===== config.mk =====
export PLATFORM = sky130hd
export DESIGN_NAME = ps2_set3_key_state_tracker
export DESIGN_NICKNAME = d
export VERILOG_FILES = /design/src/hw/rtl/ps2s3_pkg.sv /design/src/hw/rtl/ps2s3_link_fsm.sv /design/src/hw/rtl/ps2s3_key_map.sv /design/src/hw/rtl/ps2s3_key_state_tracker_top_unused_guard.sv /design/src/hw/rtl/ps2_set3_key_state_tracker.sv
export SDC_FILE = /design/constraint.sdc
export NUM_CORES = 1
export LEC_CHECK = 0
export BUFFER_PORTS_ARGS = -buffer_cell sky130_fd_sc_hd__clkbuf_2
export CORE_AREA = 5 5 219 221
export CTS_CLUSTER_SIZE = 24
export DETAILED_ROUTE_END_ITERATION = 8
export DIE_AREA = 0 0 224 226
export PLACE_DENSITY = 0.45
export SLEW_MARGIN = 20
export SYNTH_ARGS = -nofsm -noshare
export SYNTH_HDL_FRONTEND = slang
export SYNTH_SLANG_ARGS = --single-unit

===== constraint.sdc =====
create_clock -name i_clk -period 9.4 [get_ports i_clk]
set_clock_uncertainty 0.2 [all_clocks]
set_input_delay 0.47 -clock i_clk [delete_from_list [all_inputs] [get_ports i_clk]]
set_output_delay 0.47 -clock i_clk [all_outputs]
set_load 0.01 [all_outputs]

===== src/hw/rtl/ps2s3_pkg.sv =====
// ps2s3_pkg: shared types and constants for the scan code set 3 key state tracker
// link mode encoding, protocol bytes, key event codes, request kinds, default key map depth and the control struct
// no dependencies
`timescale 1ns / 1ps
`default_nettype none

package ps2s3_pkg;

    // protocol bytes
    localparam logic [7:0] CMD_RESET  = 8'hFF;
    localparam logic [7:0] CMD_CONFIG = 8'hF8;
    localparam logic [7:0] CMD_NONE   = 8'h00;
    localparam logic [7:0] BYTE_ACK   = 8'hFA;
    localparam logic [7:0] BYTE_PASS  = 8'hAA;
    localparam logic [7:0] BYTE_BREAK = 8'hF0;
    localparam logic [7:0] BYTE_NONE  = 8'h00;

    // key event codes
    localparam logic [1:0] EV_NONE  = 2'd0;
    localparam logic [1:0] EV_MAKE  = 2'd1;
    localparam logic [1:0] EV_BREAK = 2'd2;
    localparam logic [1:0] EV_DROP  = 2'd3;

    // request kinds
    localparam logic REQ_POLL = 1'b0;
    localparam logic REQ_READ = 1'b1;

    // default key map depth in rows of 8 keys
    localparam int ROWS_DEFAULT = 17;

    typedef enum logic [6:0] {
        MODE_RESET  = 7'b0000001,
        MODE_SELFT  = 7'b0000010,
        MODE_ID0    = 7'b0000100,
        MODE_ID1    = 7'b0001000,
        MODE_CONFIG = 7'b0010000,
        MODE_READY  = 7'b0100000,
        MODE_BREAK  = 7'b1000000
    } t_link_mode;

    // link controller to key map and result stage
    typedef struct packed {
        logic [7:0] cmd;
        logic       ready;
        logic [1:0] event_code;
        logic       map_we;
        logic       map_set;
    } t_link_ctl;

endpackage

`default_nettype wire


===== src/hw/rtl/ps2s3_link_fsm.sv =====
// ps2s3_link_fsm: link handshake state machine and scan code decode
// depends on ps2s3_pkg
`timescale 1ns / 1ps
`default_nettype none

module ps2s3_link_fsm #(
    parameter int ROWS = ps2s3_pkg::ROWS_DEFAULT
) (
    input  wire                   i_clk,
    input  wire                   i_rst_n,
    input  wire                   i_step,
    input  wire                   i_req,
    input  wire [7:0]             i_code,
    input  wire [7:0]             i_reply,
    output ps2s3_pkg::t_link_ctl  o_ctl
);

    ps2s3_pkg::t_link_mode r_mode;
    ps2s3_pkg::t_link_mode n_mode;
    logic                  in_range;

    assign in_range = ({1'b0, i_code} < 9'(ROWS * 8));

    always_comb begin
        n_mode = r_mode;
        o_ctl  = '0;
        if (i_step && (i_req == ps2s3_pkg::REQ_POLL)) begin
            unique case (r_mode)
                ps2s3_pkg::MODE_SELFT: begin
                    if (i_code == ps2s3_pkg::BYTE_PASS) begin
                        n_mode = ps2s3_pkg::MODE_ID0;
                    end else if (i_code != ps2s3_pkg::BYTE_NONE) begin
                        n_mode = ps2s3_pkg::MODE_RESET;
                    end
                end
                ps2s3_pkg::MODE_ID0: begin
                    if (i_code != ps2s3_pkg::BYTE_NONE) begin
                        n_mode = ps2s3_pkg::MODE_ID1;
                    end
                end
                ps2s3_pkg::MODE_ID1: begin
                    if (i_code != ps2s3_pkg::BYTE_NONE) begin
                        n_mode = ps2s3_pkg::MODE_CONFIG;
                    end
                end
                ps2s3_pkg::MODE_CONFIG: begin
                    o_ctl.cmd = ps2s3_pkg::CMD_CONFIG;
                    if (i_reply == ps2s3_pkg::BYTE_ACK) begin
                        n_mode = ps2s3_pkg::MODE_READY;
                    end
                end
                ps2s3_pkg::MODE_READY: begin
                    if (i_code == ps2s3_pkg::BYTE_BREAK) begin
                        n_mode = ps2s3_pkg::MODE_BREAK;
                    end else if (i_code != ps2s3_pkg::BYTE_NONE) begin
                        if (in_range) begin
                            o_ctl.map_we     = 1'b1;
                            o_ctl.map_set    = 1'b1;
                            o_ctl.event_code = ps2s3_pkg::EV_MAKE;
                        end else begin
                            o_ctl.event_code = ps2s3_pkg::EV_DROP;
                        end
                    end
                end
                ps2s3_pkg::MODE_BREAK: begin
                    if (i_code != ps2s3_pkg::BYTE_NONE) begin
                        n_mode = ps2s3_pkg::MODE_READY;
                        if (in_range) begin
                            o_ctl.map_we     = 1'b1;
                            o_ctl.event_code = ps2s3_pkg::EV_BREAK;
                        end else begin
                            o_ctl.event_code = ps2s3_pkg::EV_DROP;
                        end
                    end
                end
                default: begin
                    // reset mode: keep sending reset until acked
                    o_ctl.cmd = ps2s3_pkg::CMD_RESET;
                    n_mode    = (i_reply == ps2s3_pkg::BYTE_ACK) ?
                                ps2s3_pkg::MODE_SELFT : ps2s3_pkg::MODE_RESET;
                end
            endcase
        end
        o_ctl.ready = (n_mode == ps2s3_pkg::MODE_READY) ||
                      (n_mode == ps2s3_pkg::MODE_BREAK);
    end

    always_ff @(posedge i_clk) begin
        if (!i_rst_n) begin
            r_mode <= ps2s3_pkg::MODE_RESET;
        end else begin
            r_mode <= n_mode;
        end
    end

endmodule

`default_nettype wire


===== src/hw/rtl/ps2s3_key_map.sv =====
// ps2s3_key_map: ROWS x 8 key state bits, single bit set or clear, one row read port
// depends on ps2s3_pkg
`timescale 1ns / 1ps
`default_nettype none

module ps2s3_key_map #(
    parameter int ROWS = ps2s3_pkg::ROWS_DEFAULT
) (
    input  wire        i_clk,
    input  wire        i_rst_n,
    input  wire        i_we,
    input  wire        i_set,
    input  wire [7:0]  i_code,
    input  wire [4:0]  i_rd_row,
    output logic [7:0] o_rd_bits
);

    localparam int RW = (ROWS > 1) ? $clog2(ROWS) : 1;

    logic [7:0]    r_map [ROWS];
    logic [RW-1:0] wr_row;
    logic [2:0]    wr_col;

    // code is already range checked, so the row fits
    assign wr_row = i_code[3 +: RW];
    assign wr_col = i_code[2:0];

    always_ff @(posedge i_clk) begin
        if (!i_rst_n) begin
            for (int r = 0; r < ROWS; r++) begin
                r_map[r] <= '0;
            end
        end else if (i_we) begin
            r_map[wr_row][wr_col] <= i_set;
        end
    end

    // out of range rows read as zero
    always_comb begin
        if ({1'b0, i_rd_row} < 6'(ROWS)) begin
            o_rd_bits = r_map[i_rd_row[RW-1:0]];
        end else begin
            o_rd_bits = '0;
        end
    end

endmodule

`default_nettype wire


===== src/hw/rtl/ps2s3_key_state_tracker_top_unused_guard.sv =====
// ps2s3_out_reg: result register with stream handshake toward the consumer
// depends on ps2s3_pkg
`timescale 1ns / 1ps
`default_nettype none

module ps2s3_out_reg (
    input  wire                   i_clk,
    input  wire                   i_rst_n,
    input  wire                   i_load,
    input  ps2s3_pkg::t_link_ctl  i_ctl,
    input  wire [7:0]             i_row_bits,
    input  wire                   i_tready,
    output logic                  o_tvalid,
    output logic                  o_free,
    output logic [23:0]           o_tdata
);

    logic       r_valid;
    logic [7:0] r_cmd;
    logic       r_ready;
    logic [1:0] r_event;
    logic [7:0] r_bits;

    // slot can take a beat when empty or draining this cycle
    assign o_free   = !r_valid || i_tready;
    assign o_tvalid = r_valid;
    assign o_tdata  = {5'd0, r_bits, r_event, r_ready, r_cmd};

    always_ff @(posedge i_clk) begin
        if (!i_rst_n) begin
            r_valid <= 1'b0;
        end else if (o_free) begin
            r_valid <= i_load;
        end
    end

    always_ff @(posedge i_clk) begin
        if (i_load && o_free) begin
            r_cmd   <= i_ctl.cmd;
            r_ready <= i_ctl.ready;
            r_event <= i_ctl.event_code;
            r_bits  <= i_row_bits;
        end
    end

    // a command beat never carries a key event or row data
    a_cmd_quiet: assert property (@(posedge i_clk) disable iff (!i_rst_n)
        (r_valid && (r_cmd != ps2s3_pkg::CMD_NONE)) |->
        (r_event == ps2s3_pkg::EV_NONE && r_bits == 8'd0))
    else $error("command beat carries a key event or row data");

endmodule

`default_nettype wire


===== src/hw/rtl/ps2_set3_key_state_tracker.sv =====
// ps2_set3_key_state_tracker: top level of the scan code set 3 host side key tracker
// one input beat per cycle while m_axis_tready keeps the result slot free
// path: input register -> decode and key map -> result register
// synchronous active low reset returns the link to reset mode and clears every key bit at once
// depends on ps2s3_pkg, ps2s3_link_fsm, ps2s3_key_map, ps2s3_out_reg
`timescale 1ns / 1ps
`default_nettype none

module ps2_set3_key_state_tracker #(
    parameter int ROWS = ps2s3_pkg::ROWS_DEFAULT
) (
    input  wire         i_clk,
    input  wire         i_rst_n,
    // input beats
    input  wire         s_axis_tvalid,
    output logic        s_axis_tready,
    input  wire [23:0]  s_axis_tdata,   // rx_code[7:0], cmd_reply[15:8], row_index[20:16]
    input  wire         s_axis_tuser,   // req_type[0]
    // result beats
    output logic        m_axis_tvalid,
    input  wire         m_axis_tready,
    output logic [23:0] m_axis_tdata    // cmd_sent[7:0], link_ready[8], key_event[10:9],
                                        // row_bits[18:11]
);

    // input register
    logic       r_in_valid;
    logic       r_req;
    logic [7:0] r_code;
    logic [7:0] r_reply;
    logic [4:0] r_row;

    logic                 out_free;
    logic                 advance;
    logic                 s_accept;
    ps2s3_pkg::t_link_ctl ctl;
    logic [7:0]           rd_bits;
    logic [7:0]           row_bits;

    // an item leaves the input register when the result slot can take it
    assign advance       = r_in_valid && out_free;
    assign s_axis_tready = !r_in_valid || advance;
    assign s_accept      = s_axis_tvalid && s_axis_tready;

    always_ff @(posedge i_clk) begin
        if (!i_rst_n) begin
            r_in_valid <= 1'b0;
        end else if (s_axis_tready) begin
            r_in_valid <= s_axis_tvalid;
        end
    end

    always_ff @(posedge i_clk) begin
        if (s_accept) begin
            r_req   <= s_axis_tuser;
            r_code  <= s_axis_tdata[7:0];
            r_reply <= s_axis_tdata[15:8];
            r_row   <= s_axis_tdata[20:16];
        end
    end

    // link state only moves when the item is committed to the result register
    ps2s3_link_fsm #(
        .ROWS (ROWS)
    ) u_link (
        .i_clk   (i_clk),
        .i_rst_n (i_rst_n),
        .i_step  (advance),
        .i_req   (r_req),
        .i_code  (r_code),
        .i_reply (r_reply),
        .o_ctl   (ctl)
    );

    ps2s3_key_map #(
        .ROWS (ROWS)
    ) u_map (
        .i_clk     (i_clk),
        .i_rst_n   (i_rst_n),
        .i_we      (ctl.map_we),
        .i_set     (ctl.map_set),
        .i_code    (r_code),
        .i_rd_row  (r_row),
        .o_rd_bits (rd_bits)
    );

    // poll beats always report an empty row
    assign row_bits = (r_req == ps2s3_pkg::REQ_READ) ? rd_bits : 8'd0;

    ps2s3_out_reg u_out (
        .i_clk      (i_clk),
        .i_rst_n    (i_rst_n),
        .i_load     (advance),
        .i_ctl      (ctl),
        .i_row_bits (row_bits),
        .i_tready   (m_axis_tready),
        .o_tvalid   (m_axis_tvalid),
        .o_free     (out_free),
        .o_tdata    (m_axis_tdata)
    );

    // key map writes only happen for items that are being committed
    a_we_on_advance: assert property (@(posedge i_clk) disable iff (!i_rst_n)
        ctl.map_we |-> advance)
    else $error("key map written without a committed item");

    // a key event (make, break or drop) only comes out while the link is ready
    a_event_ready: assert property (@(posedge i_clk) disable iff (!i_rst_n)
        (m_axis_tvalid && (m_axis_tdata[10:9] != ps2s3_pkg::EV_NONE)) |-> m_axis_tdata[8])
    else $error("key event reported while link not ready");

    // row reads never send a command, report an event nor write the key map
    a_read_quiet: assert property (@(posedge i_clk) disable iff (!i_rst_n)
        (advance && (r_req == ps2s3_pkg::REQ_READ)) |->
        (ctl.cmd == ps2s3_pkg::CMD_NONE && ctl.event_code == ps2s3_pkg::EV_NONE
         && !ctl.map_we))
    else $error("row read disturbed link state");

    // a stalled input item stays in the input register
    a_in_hold: assert property (@(posedge i_clk) disable iff (!i_rst_n)
        (r_in_valid && !out_free) |=> r_in_valid)
    else $error("input item lost while result slot busy");

endmodule

`default_nettype wire

==> results_dict.tcl, run 1 <==
set metrics [dict create \
    outcome "finished, final reports clean" \
    ys_warn_count 0 \
    grt_pass1_wl_mm 48.5 \
    grt_use_total_pct 12.4 \
    grt_max_degree 123 \
    num-nets-final 1085 \
    cp.required_ps 9560 \
    pin_count 55 \
    worst_setup_path_start_kind "flip-flop" \
    die_h_um 226 \
    min_from "m_axis_tready" \
    drtIter0Drc 597 \
    regToRegSetupSlack_ps 5670 \
    drt_pass1_iterations 4 \
    fin_crit_ps 3730 \
    cts-root-buf "clkbuf_16" \
    tns_ps 0 \
    total_power_uw 3020 \
    ys_seq_area_share_pct 65.6 \
    avgSynthCellArea_um2 15.1 \
    setup_viol 0 \
    cp_cell_sequence "nor3b_1 -> nand2_1 -> nor3b_2 -> buf_4 -> buf_6 -> nand3_4 -> nor2_1" \
    endpoint_kind "flip-flop" \
    synth_edf_count 291 \
    tritoncts "done" \
    grt_pass1_vias 8128 \
    fillers 4447 \
    start_util_pct 29.6 \
    grt.overflow.total 0 \
    drive_above_1_share_pct 19.3 \
    grt_setup_unrepaired "no" \
    dr_total_vias 7864 \
    pre_cts_slack_ps 5170 \
    hpwl_mm 17.9 \
    r2r_end "u_map.r_map[10][5]$_SDFFCE_PN0P_" \
    sequentialPowerShare_pct 51.0 \
    synth_top_area_cell "edfxtp_1" \
    cts_setup_buffers 0 \
    clkPwrFrac_pct 42.9 \
    viasPerCell 4.67 \
    synth_area_leaders "edfxtp_1 (64%), mux4_2 (13%), nor2_1 (4.4%)" \
    ant_nets 0 \
    wl_per_cell_um 18.6 \
    hold_violations 0 \
    drc 0 \
    syn_area_um2 13600 \
    drt_wl_total_mm 31.4 \
    max_freq_mhz 268 \
    multiInputGateArea_um2 4630 \
    p_sw_share_pct 21.7 \
    clkTransAtPathRegs_ps 60 \
    antenna_found_initial 0 \
    cts_buffers 35 \
    io_buffers 46 \
    critical_path_arrival_ps 3890 \
    p_sw_uw 656 \
    dieArea_um2 50600 \
    cts_hold_buf 23 \
    yosys.area.top_type_share_pct 64.2 \
    peakVddDrop_mv 0.114 \
    r2r-start "r_req$_DFFE_PP_" \
    period_share_pct 39.6 \
    path_class "reg2reg" \
    cts_sinks 300 \
    synth_commonest_cells "edfxtp_1 (291), nor2_1 (158), mux4_2 (80), o21ai_1 (80), o21ai_0 (59)" \
    diodes 0 \
    syn2layout_area_growth_pct 17.2 \
    ys_async_sr_fraction_pct 0 \
    synth-main-ff-cell "edfxtp_1" \
    place.gp.congestion 0.756 \
    comb_power_share_pct 6.1 \
    r2r_cells 7 \
    htreeDepth 2 \
    worstHoldEndpoint "u_out.o_tvalid$_SDFFE_PN0N_" \
    maxCapViolations 0 \
    hold_class "in2reg" \
    rows 79 \
    holdWs_ps 107 \
    cpPeakStageDelay_ps 810 \
    cts_buffer_depth 3 \
    p_int_uw 2370 \
    crit_family "simple AND/OR/NAND/NOR gates" \
    slew_headroom_pct 28.0 \
    ys_seq_elements 300 \
    power.density_nw_per_um2 190 \
    crit_buf_inv 2 \
    worstHoldPathCells 4 \
    netlist-cell-type-count 57 \
    leakagePower_uw 0.00533 \
    slew_violations 0 \
    worst_pin_slew_ps 1080 \
    yosysMostFrequentCell "edfxtp_1" \
    cts_resized 0 \
    clk_latency_ps 530 \
    core_um2 46000 \
    regArea_um2 8920 \
    cpMaxStageDelayCell "nor3b_1" \
    cp_max_fo 122 \
    syn_inst 904 \
    setup_ws_ps 5670 \
    die_w_um 224 \
]
[power groups by stage]
| stage | Clock [µW] | Sequential, µW | Combinational, µW |
|---|---|---|---|
| 2_1_floorplan | 0 | 1560 | 135 |
| 3_5_place_dp | 0 | 1570 | 181 |
| 4_1_cts | 1340 | 1540 | 189 |
| 3_3_place_gp | 0 | 1570 | 180 |
| 6_report | 1300 | 1540 | 185 |
| 5_1_grt | 1400 | 1550 | 203 |
[kinds of logic after synthesis]
group | synth area share [%]
compound gates | 6.50
xor+xnor | 0.258
buf+inv | 3.95
flops | 65.6
mux | 13.8
other cells | 0.0276
simple gates | 9.88
[flip-flops by register name (all words and copies together), names as in the netlist]
| register | cells |
|---|---|
| u_link.r_mode | 7 |
| u_out.r_ready | 1 |
| u_out.r_cmd | 2 |
| u_out.r_event | 2 |
| u_map.r_map | 256 |
| r_in_valid | 1 |
| u_out.r_bits | 8 |
| r_req | 1 |
| r_code | 8 |
| u_out.o_tvalid | 1 |
| r_reply | 8 |
| r_row | 5 |
[per-stage QoR]
| stage | util (%) | cells | area [µm²] |
|---|---|---|---|
| 3_5_place_dp | 31.8 | 1603 | 14600 |
| 4_1_cts | 34.7 | 1684 | 15900 |
| 2_1_floorplan | - | 1029 | 14100 |
| 5_1_grt | 34.7 | 1684 | 15900 |
| 3_3_place_gp | 31.8 | 1603 | 14600 |
| 6_report | 34.7 | 1684 | 15900 |
[worst min-delay path: stages]
cell and delay [ps]:
clkbuf_2 70, nor2b_1 90, nor2_1 100, nor2_1 40
[metal layers]
metal | global-route usage [%] | routed length (µm) | up-vias
met3 | 1.87 | 1020 | 60
met1 | 15.4 | 13300 | 4032
li1 | - | - | 3640
met5 | 0 | 0 | -
met2 | 22.3 | 16100 | 132
met4 | 4.25 | 947 | 0
[cell usage in the layout, fill, tap and decap left out, drive strengths merged, types with 4 or more instances in the layout]
cell,Yosys,final
nor3b,5,5
dlygate4sd3,0,23
buf,41,12
nor4,5,5
nand2,27,27
nand2b,4,4
nor2,162,162
mux4,80,80
edfxtp,291,291
clkinv,1,9
nand3,16,16
conb,1,126
o21ai,139,139
mux2i,8,8
o21a,4,4
clkbuf,49,92
nor2b,8,8
a21oi,7,7
nor3,4,4
dfxtp,9,9
inv,3,5
[worst max path at each step]
stage	from	end	slack (ps)	cells after the start
2_1_floorplan	u_link.r_mode[1]$_SDFF_PN0_	u_map.r_map[10][6]$_SDFFCE_PN0P_	6240	8
3_3_place_gp	m_axis_tready	u_map.r_map[16][5]$_SDFFCE_PN0P_	5230	9
3_5_place_dp	m_axis_tready	u_map.r_map[10][5]$_SDFFCE_PN0P_	5170	9
4_1_cts	u_link.r_mode[1]$_SDFF_PN0_	u_map.r_map[8][4]$_SDFFCE_PN0P_	5250	7
5_1_grt	u_link.r_mode[1]$_SDFF_PN0_	u_map.r_map[10][4]$_SDFFCE_PN0P_	5340	7
6_report	r_req$_DFFE_PP_	u_map.r_map[10][5]$_SDFFCE_PN0P_	5670	7
[final cells by class]
type	instances	share of cell area, %
inverters	4	0.0942
multi-input cells	635	29.0
clock buffers	47	6.17
well taps	607	4.76
repair buffers	80	3.44
flip-flops and latches	300	55.9
clock inverters	11	0.589
Note: power is estimated with default switching activity, not from simulation.
==> run 2: changes to the inputs <==
--- a/config.mk
+++ b/config.mk
@@ -10,7 +10,7 @@
 export CTS_CLUSTER_SIZE = 24
 export DETAILED_ROUTE_END_ITERATION = 8
 export DIE_AREA = 0 0 224 226
-export PLACE_DENSITY = 0.45
+export PLACE_DENSITY = 0.47
 export SLEW_MARGIN = 20
 export SYNTH_ARGS = -nofsm -noshare
 export SYNTH_HDL_FRONTEND = slang
==> constraint.sdc (replaced) <==
create_clock -name i_clk -period 3.4 [get_ports i_clk]
set_clock_uncertainty 0.2 [all_clocks]
set_input_delay 0.17 -clock i_clk [delete_from_list [all_inputs] [get_ports i_clk]]
set_output_delay 0.17 -clock i_clk [all_outputs]
set_load 0.01 [all_outputs]
==> run 2 against run 1 <==
  * Sequential power grew to 2.8 times the previous value
  * Die area stayed put
  * Total power grew to 2.8 times the previous value
  * Critical endpoint is now u_map.r_map[15][6]$_SDFFCE_PN0P_
  * Largest cell class unchanged
==> results_dict.tcl, run 2 (synthesized netlist as in run 1, its figures left out) <==
set metrics [dict create \
    stdcell_area_um2 16300 \
    path_class "reg2reg" \
    grt_setup_unrepaired "no" \
    cp_max_fo 17 \
    total_power_uw 8390 \
    start_util_pct 29.6 \
    crit_family "simple AND/OR/NAND/NOR gates" \
    cp.required_ps 3430 \
    cts_buffer_depth 3 \
    crit_buf_inv 0 \
    peakVddDrop_mv 0.260 \
    tritoncts "done" \
    cts-root-buf "clkbuf_16" \
    grt_use_total_pct 12.1 \
    dieArea_um2 50600 \
    clk_latency_ps 530 \
    antenna_found_initial 0 \
    placed_cell_area_um2 14900 \
    regMostFlops "u_map.r_map" \
    grt.overflow.total 0 \
    final_common_cell "edfxtp_1" \
    rows 79 \
    diodes 0 \
    cts_buffers 35 \
    cpPeakStageDelay_ps 590 \
    worst_setup_path_start_kind "flip-flop" \
    cts_sinks 300 \
    setup_viol 0 \
    outcome "finished, final reports clean" \
    core_um2 46000 \
    maxCapViolations 0 \
    cp_cell_sequence "or4_4 -> nor4_2 -> or4b_4 -> nor2_8 -> nand3_4 -> o21ai_0" \
    critical_path_arrival_ps 3100 \
    cts_setup_buffers 0 \
    num-nets-final 1116 \
    viasPerCell 4.61 \
    io_buffers 46 \
    drtIter0Drc 550 \
    die_h_um 226 \
    instances_no_fill 1721 \
    drt_wl_total_mm 30.2 \
    slew_headroom_pct 37.9 \
    place.gp.congestion 0.776 \
    grt_pass1_wl_mm 47.2 \
    drive_above_1_share_pct 21.0 \
    grt_max_degree 99 \
    endpoint_kind "flip-flop" \
    tns_ps 0 \
    drc 0 \
    largest_register_ffs 256 \
    syn2layout_area_growth_pct 19.5 \
    cpMaxStageDelayCell "or4_4" \
    clkTransAtPathRegs_ps 60 \
    power.density_nw_per_um2 516 \
    drt_pass1_iterations 4 \
    die_w_um 224 \
    worst_pin_slew_ps 931 \
    grt_pass1_vias 8069 \
    hold_class "in2reg" \
    ant_nets 0 \
    post-place-cells 1629 \
    hpwl_mm 17.9 \
    max_freq_mhz 325 \
    wl_per_cell_um 17.5 \
    fin_crit_ps 3070 \
    slew_violations 0 \
    hold_violations 0 \
    htreeDepth 2 \
    period_share_pct 90.4 \
    leakagePower_uw 0.00548 \
    pin_count 55 \
    layout_common_cells "edfxtp_1 (291), nor2_1 (158), conb_1 (126), o21ai_1 (80), mux4_2 (80)" \
    dr_total_vias 7928 \
]
[run 2: layer usage]
metal	vias up	GRT usage, %	share of wire (%)
met5	-	0	0
met4	0	3.36	2.1
met3	42	1.85	3.9
met2	137	21.2	51
met1	4040	15.6	43
li1	3709	-	-
[run 2: worst paths after layout]
path	start	endpoint	cells past startpoint	slack, ps
hold reg to reg	u_link.r_mode[0]$_SDFF_PN1_	u_link.r_mode[0]$_SDFF_PN1_	2	440
setup reg to reg	u_link.r_mode[0]$_SDFF_PN1_	u_map.r_map[15][6]$_SDFFCE_PN0P_	6	330
hold / removal	s_axis_tdata[0]	r_code[0]$_DFFE_PP_	2	150
setup / recovery	u_link.r_mode[0]$_SDFF_PN1_	u_map.r_map[15][6]$_SDFFCE_PN0P_	6	330
[run 2: worst reg2reg max path: cells and delay by family, from the launching register on]
kind               cells  cell delay (ps)
AOI/OAI and AO/OA      1              260
DFF                    1              350
and+or+nand+nor        5             1950
[run 2: area by class of cell]
cell class | instances | area, µm²
clock buffers | 46 | 917
clock inverters | 18 | 169
fillers | 4463 | 29700
inverters | 4 | 15.0
multi-input cells | 635 | 4620
flip-flops and latches | 300 | 8920
well taps | 607 | 759
repair buffers | 111 | 853
[run 2: through the flow]
step | utilization, % | setup slack (ps) | hold slack, ps
6_report | 35.4 | 326 | 152
3_5_place_dp | 32.4 | 319 | 149
5_1_grt | 35.4 | 160 | 142
4_1_cts | 35.4 | 299 | 127
2_1_floorplan | - | 237 | 68.9
3_3_place_gp | 32.4 | 331 | 146
[run 2: power by group]
group / switching [µW] / internal, µW / total [µW]
Sequential: 54.2 / 4210 / 4260
Combinational: 284 / 253 / 537
Clock: 1520 / 2080 / 3600
Total: 1850 / 6540 / 8390
[run 2: repair_timing]
item,CTS,global route
hold buffers,28,0
resized for setup,0,0
endpoints found under the hold margin,30,0
==> run 3: changes to the inputs <==
--- a/config.mk
+++ b/config.mk
@@ -6,10 +6,10 @@
 export NUM_CORES = 1
 export LEC_CHECK = 0
 export BUFFER_PORTS_ARGS = -buffer_cell sky130_fd_sc_hd__clkbuf_2
-export CORE_AREA = 5 5 219 221
+export CORE_AREA = 3 3 217 219
 export CTS_CLUSTER_SIZE = 24
 export DETAILED_ROUTE_END_ITERATION = 8
-export DIE_AREA = 0 0 224 226
+export DIE_AREA = 0 0 220 222
 export PLACE_DENSITY = 0.47
 export SLEW_MARGIN = 20
 export SYNTH_ARGS = -nofsm -noshare
==> run 3 against run 2 <==
  * First-iteration DRC count grew 11%
  * Global-route usage is 0.50 points higher
  * Utilization is 0.52 points higher
  * Critical endpoint is now u_map.r_map[14][6]$_SDFFCE_PN0P_
  * Hold slack better by 8.2 ps
  * Cell area hardly changed
  * Clock power rose by 4%
  * Count of clock-buffer cells in the layout fell by 4
==> results_dict.tcl, run 3 (synthesized netlist as in run 1, its figures left out) <==
set metrics [dict create \
    outcome "finished, final reports clean" \
    post-place-cells 1616 \
    worst_pin_slew_ps 789 \
    max_freq_mhz 330 \
    worstHoldPathCells 2 \
    layout_common_cells "edfxtp_1 (291), nor2_1 (158), conb_1 (126), o21ai_1 (80), mux4_2 (80)" \
    cp_max_fo 17 \
    viasPerCell 4.59 \
    peakVddDrop_mv 0.282 \
    wl_per_cell_um 17.6 \
    hold_class "in2reg" \
    diodes 0 \
    drt_pass1_iterations 5 \
    pin_count 55 \
    fin_crit_ps 3030 \
    rows 78 \
    cp.required_ps 3400 \
    core_um2 45300 \
    grt.overflow.total 0 \
    period_share_pct 89.1 \
    syn2layout_area_growth_pct 19.4 \
    slew_violations 0 \
    multiInputGateArea_um2 4620 \
    cts-root-buf "clkbuf_16" \
    largest_register_ffs 256 \
    place.gp.congestion 0.778 \
    cts_sinks 300 \
    clkTransAtPathRegs_ps 60 \
    hold_violations 0 \
    grt_setup_unrepaired "no" \
    grt_max_degree 83 \
    regArea_um2 8920 \
    maxCapViolations 0 \
    endpoint_kind "flip-flop" \
    leakagePower_uw 0.00549 \
    drc 0 \
    grt_pass1_wl_mm 47.1 \
    dieArea_um2 48800 \
    r2r_end "u_map.r_map[14][6]$_SDFFCE_PN0P_" \
    cts_resized 0 \
    clk_latency_ps 520 \
    final_common_cell "edfxtp_1" \
    slew_headroom_pct 47.3 \
    hpwl_mm 17.8 \
    instances_no_fill 1705 \
    cts_buffers 34 \
    num-nets-final 1109 \
    regMostFlops "u_map.r_map" \
    regToRegSetupSlack_ps 370 \
    drive_above_1_share_pct 21.2 \
    drt_wl_total_mm 30.0 \
    critical_path_arrival_ps 3030 \
    worstHoldEndpoint "r_row[2]$_DFFE_PP_" \
    io_buffers 46 \
    min_from "s_axis_tdata[18]" \
    drtIter0Drc 612 \
    ant_nets 0 \
    htreeDepth 2 \
    antenna_found_initial 0 \
    dr_total_vias 7825 \
    cts_buffer_depth 3 \
    start_util_pct 30.0 \
    grt_use_total_pct 12.6 \
    r2r_cells 6 \
    power.density_nw_per_um2 525 \
    worst_setup_path_start_kind "flip-flop" \
    tritoncts "done" \
    path_class "reg2reg" \
    grt_pass1_vias 8080 \
    die_h_um 222 \
    fillers 4479 \
    die_w_um 220 \
    tns_ps 0 \
    setup_viol 0 \
    r2r-start "u_link.r_mode[3]$_SDFF_PN0_" \
]
==> run 3: cell count changes in the layout (fill, tap and decap cells not counted), sizes merged <==
cell,delta
clkbuf,-4
clkinv,+1
inv,-1
clkinvlp,-1
buf,-6
bufinv,+2
==> run 3: per-stage QoR <==
step                      hold slack [ps]  power, µW  util (%)  setup slack (ps)  area [µm²]
after floorplan                      68.9       4690         -               237       14100
after global placement                148       4850      32.8               380       14800
after detailed placement              149       4860      32.8               369       14800
after CTS                             137       8660      35.9               350       16300
after global routing                  158       8850      35.9              99.6       16300
final                                 160       8540      35.9               370       16300
==> run 3: how the worst max path moves through the flow <==
stage / startpoint / endpoint / cells past startpoint
4_1_cts: u_link.r_mode[3]$_SDFF_PN0_ / u_map.r_map[14][6]$_SDFFCE_PN0P_ / 6
6_report: u_link.r_mode[3]$_SDFF_PN0_ / u_map.r_map[14][6]$_SDFFCE_PN0P_ / 6
3_5_place_dp: u_link.r_mode[3]$_SDFF_PN0_ / u_map.r_map[14][6]$_SDFFCE_PN0P_ / 6
2_1_floorplan: u_link.r_mode[1]$_SDFF_PN0_ / u_map.r_map[11][6]$_SDFFCE_PN0P_ / 8
3_3_place_gp: u_link.r_mode[3]$_SDFF_PN0_ / u_map.r_map[11][6]$_SDFFCE_PN0P_ / 6
5_1_grt: u_link.r_mode[5]$_SDFF_PN0_ / u_out.r_ready$_DFFE_PP_ / 6
==> run 3: routing by layer <==
metal / vias up / part of all wire, % / global-route usage, %
met1: 3958 / 42 / 15.6
met2: 127 / 53 / 22.5
met4: 0 / 2.3 / 3.53
met5: - / 0 / 0
li1: 3694 / - / -
met3: 46 / 3.2 / 2.04
==> run 3: power breakdown <==
part	internal, µW	total, µW	switching [µW]
registers	4210	4260	54.0
logic	251	535	283
clock network	2250	3740	1490
total	6700	8540	1830
==> run 3: what timing repair did <==
item                       CTS  global route
hold endpoints to repair    30             0
hold buffers                28             0
setup endpoints to repair    0             0
setup buffers                0             0
==> run 3: area by class of cell <==
cell class	instances	area share, %
Tap cell	600	4.62
Timing Repair Buffer	105	4.97
Clock buffer	42	5.67
Inverter	4	0.0924
Sequential cell	300	54.9
Multi-Input combinational cell	635	28.4
Clock inverter	19	1.32
==> run 3: critical path: stages, from the launching register on <==
cell     delay (ps)
dfxtp_1         390
or4_4           560
nor4_2          210
or4b_4          560
nor2_8          290
nand3_4         240
o21ai_0         250
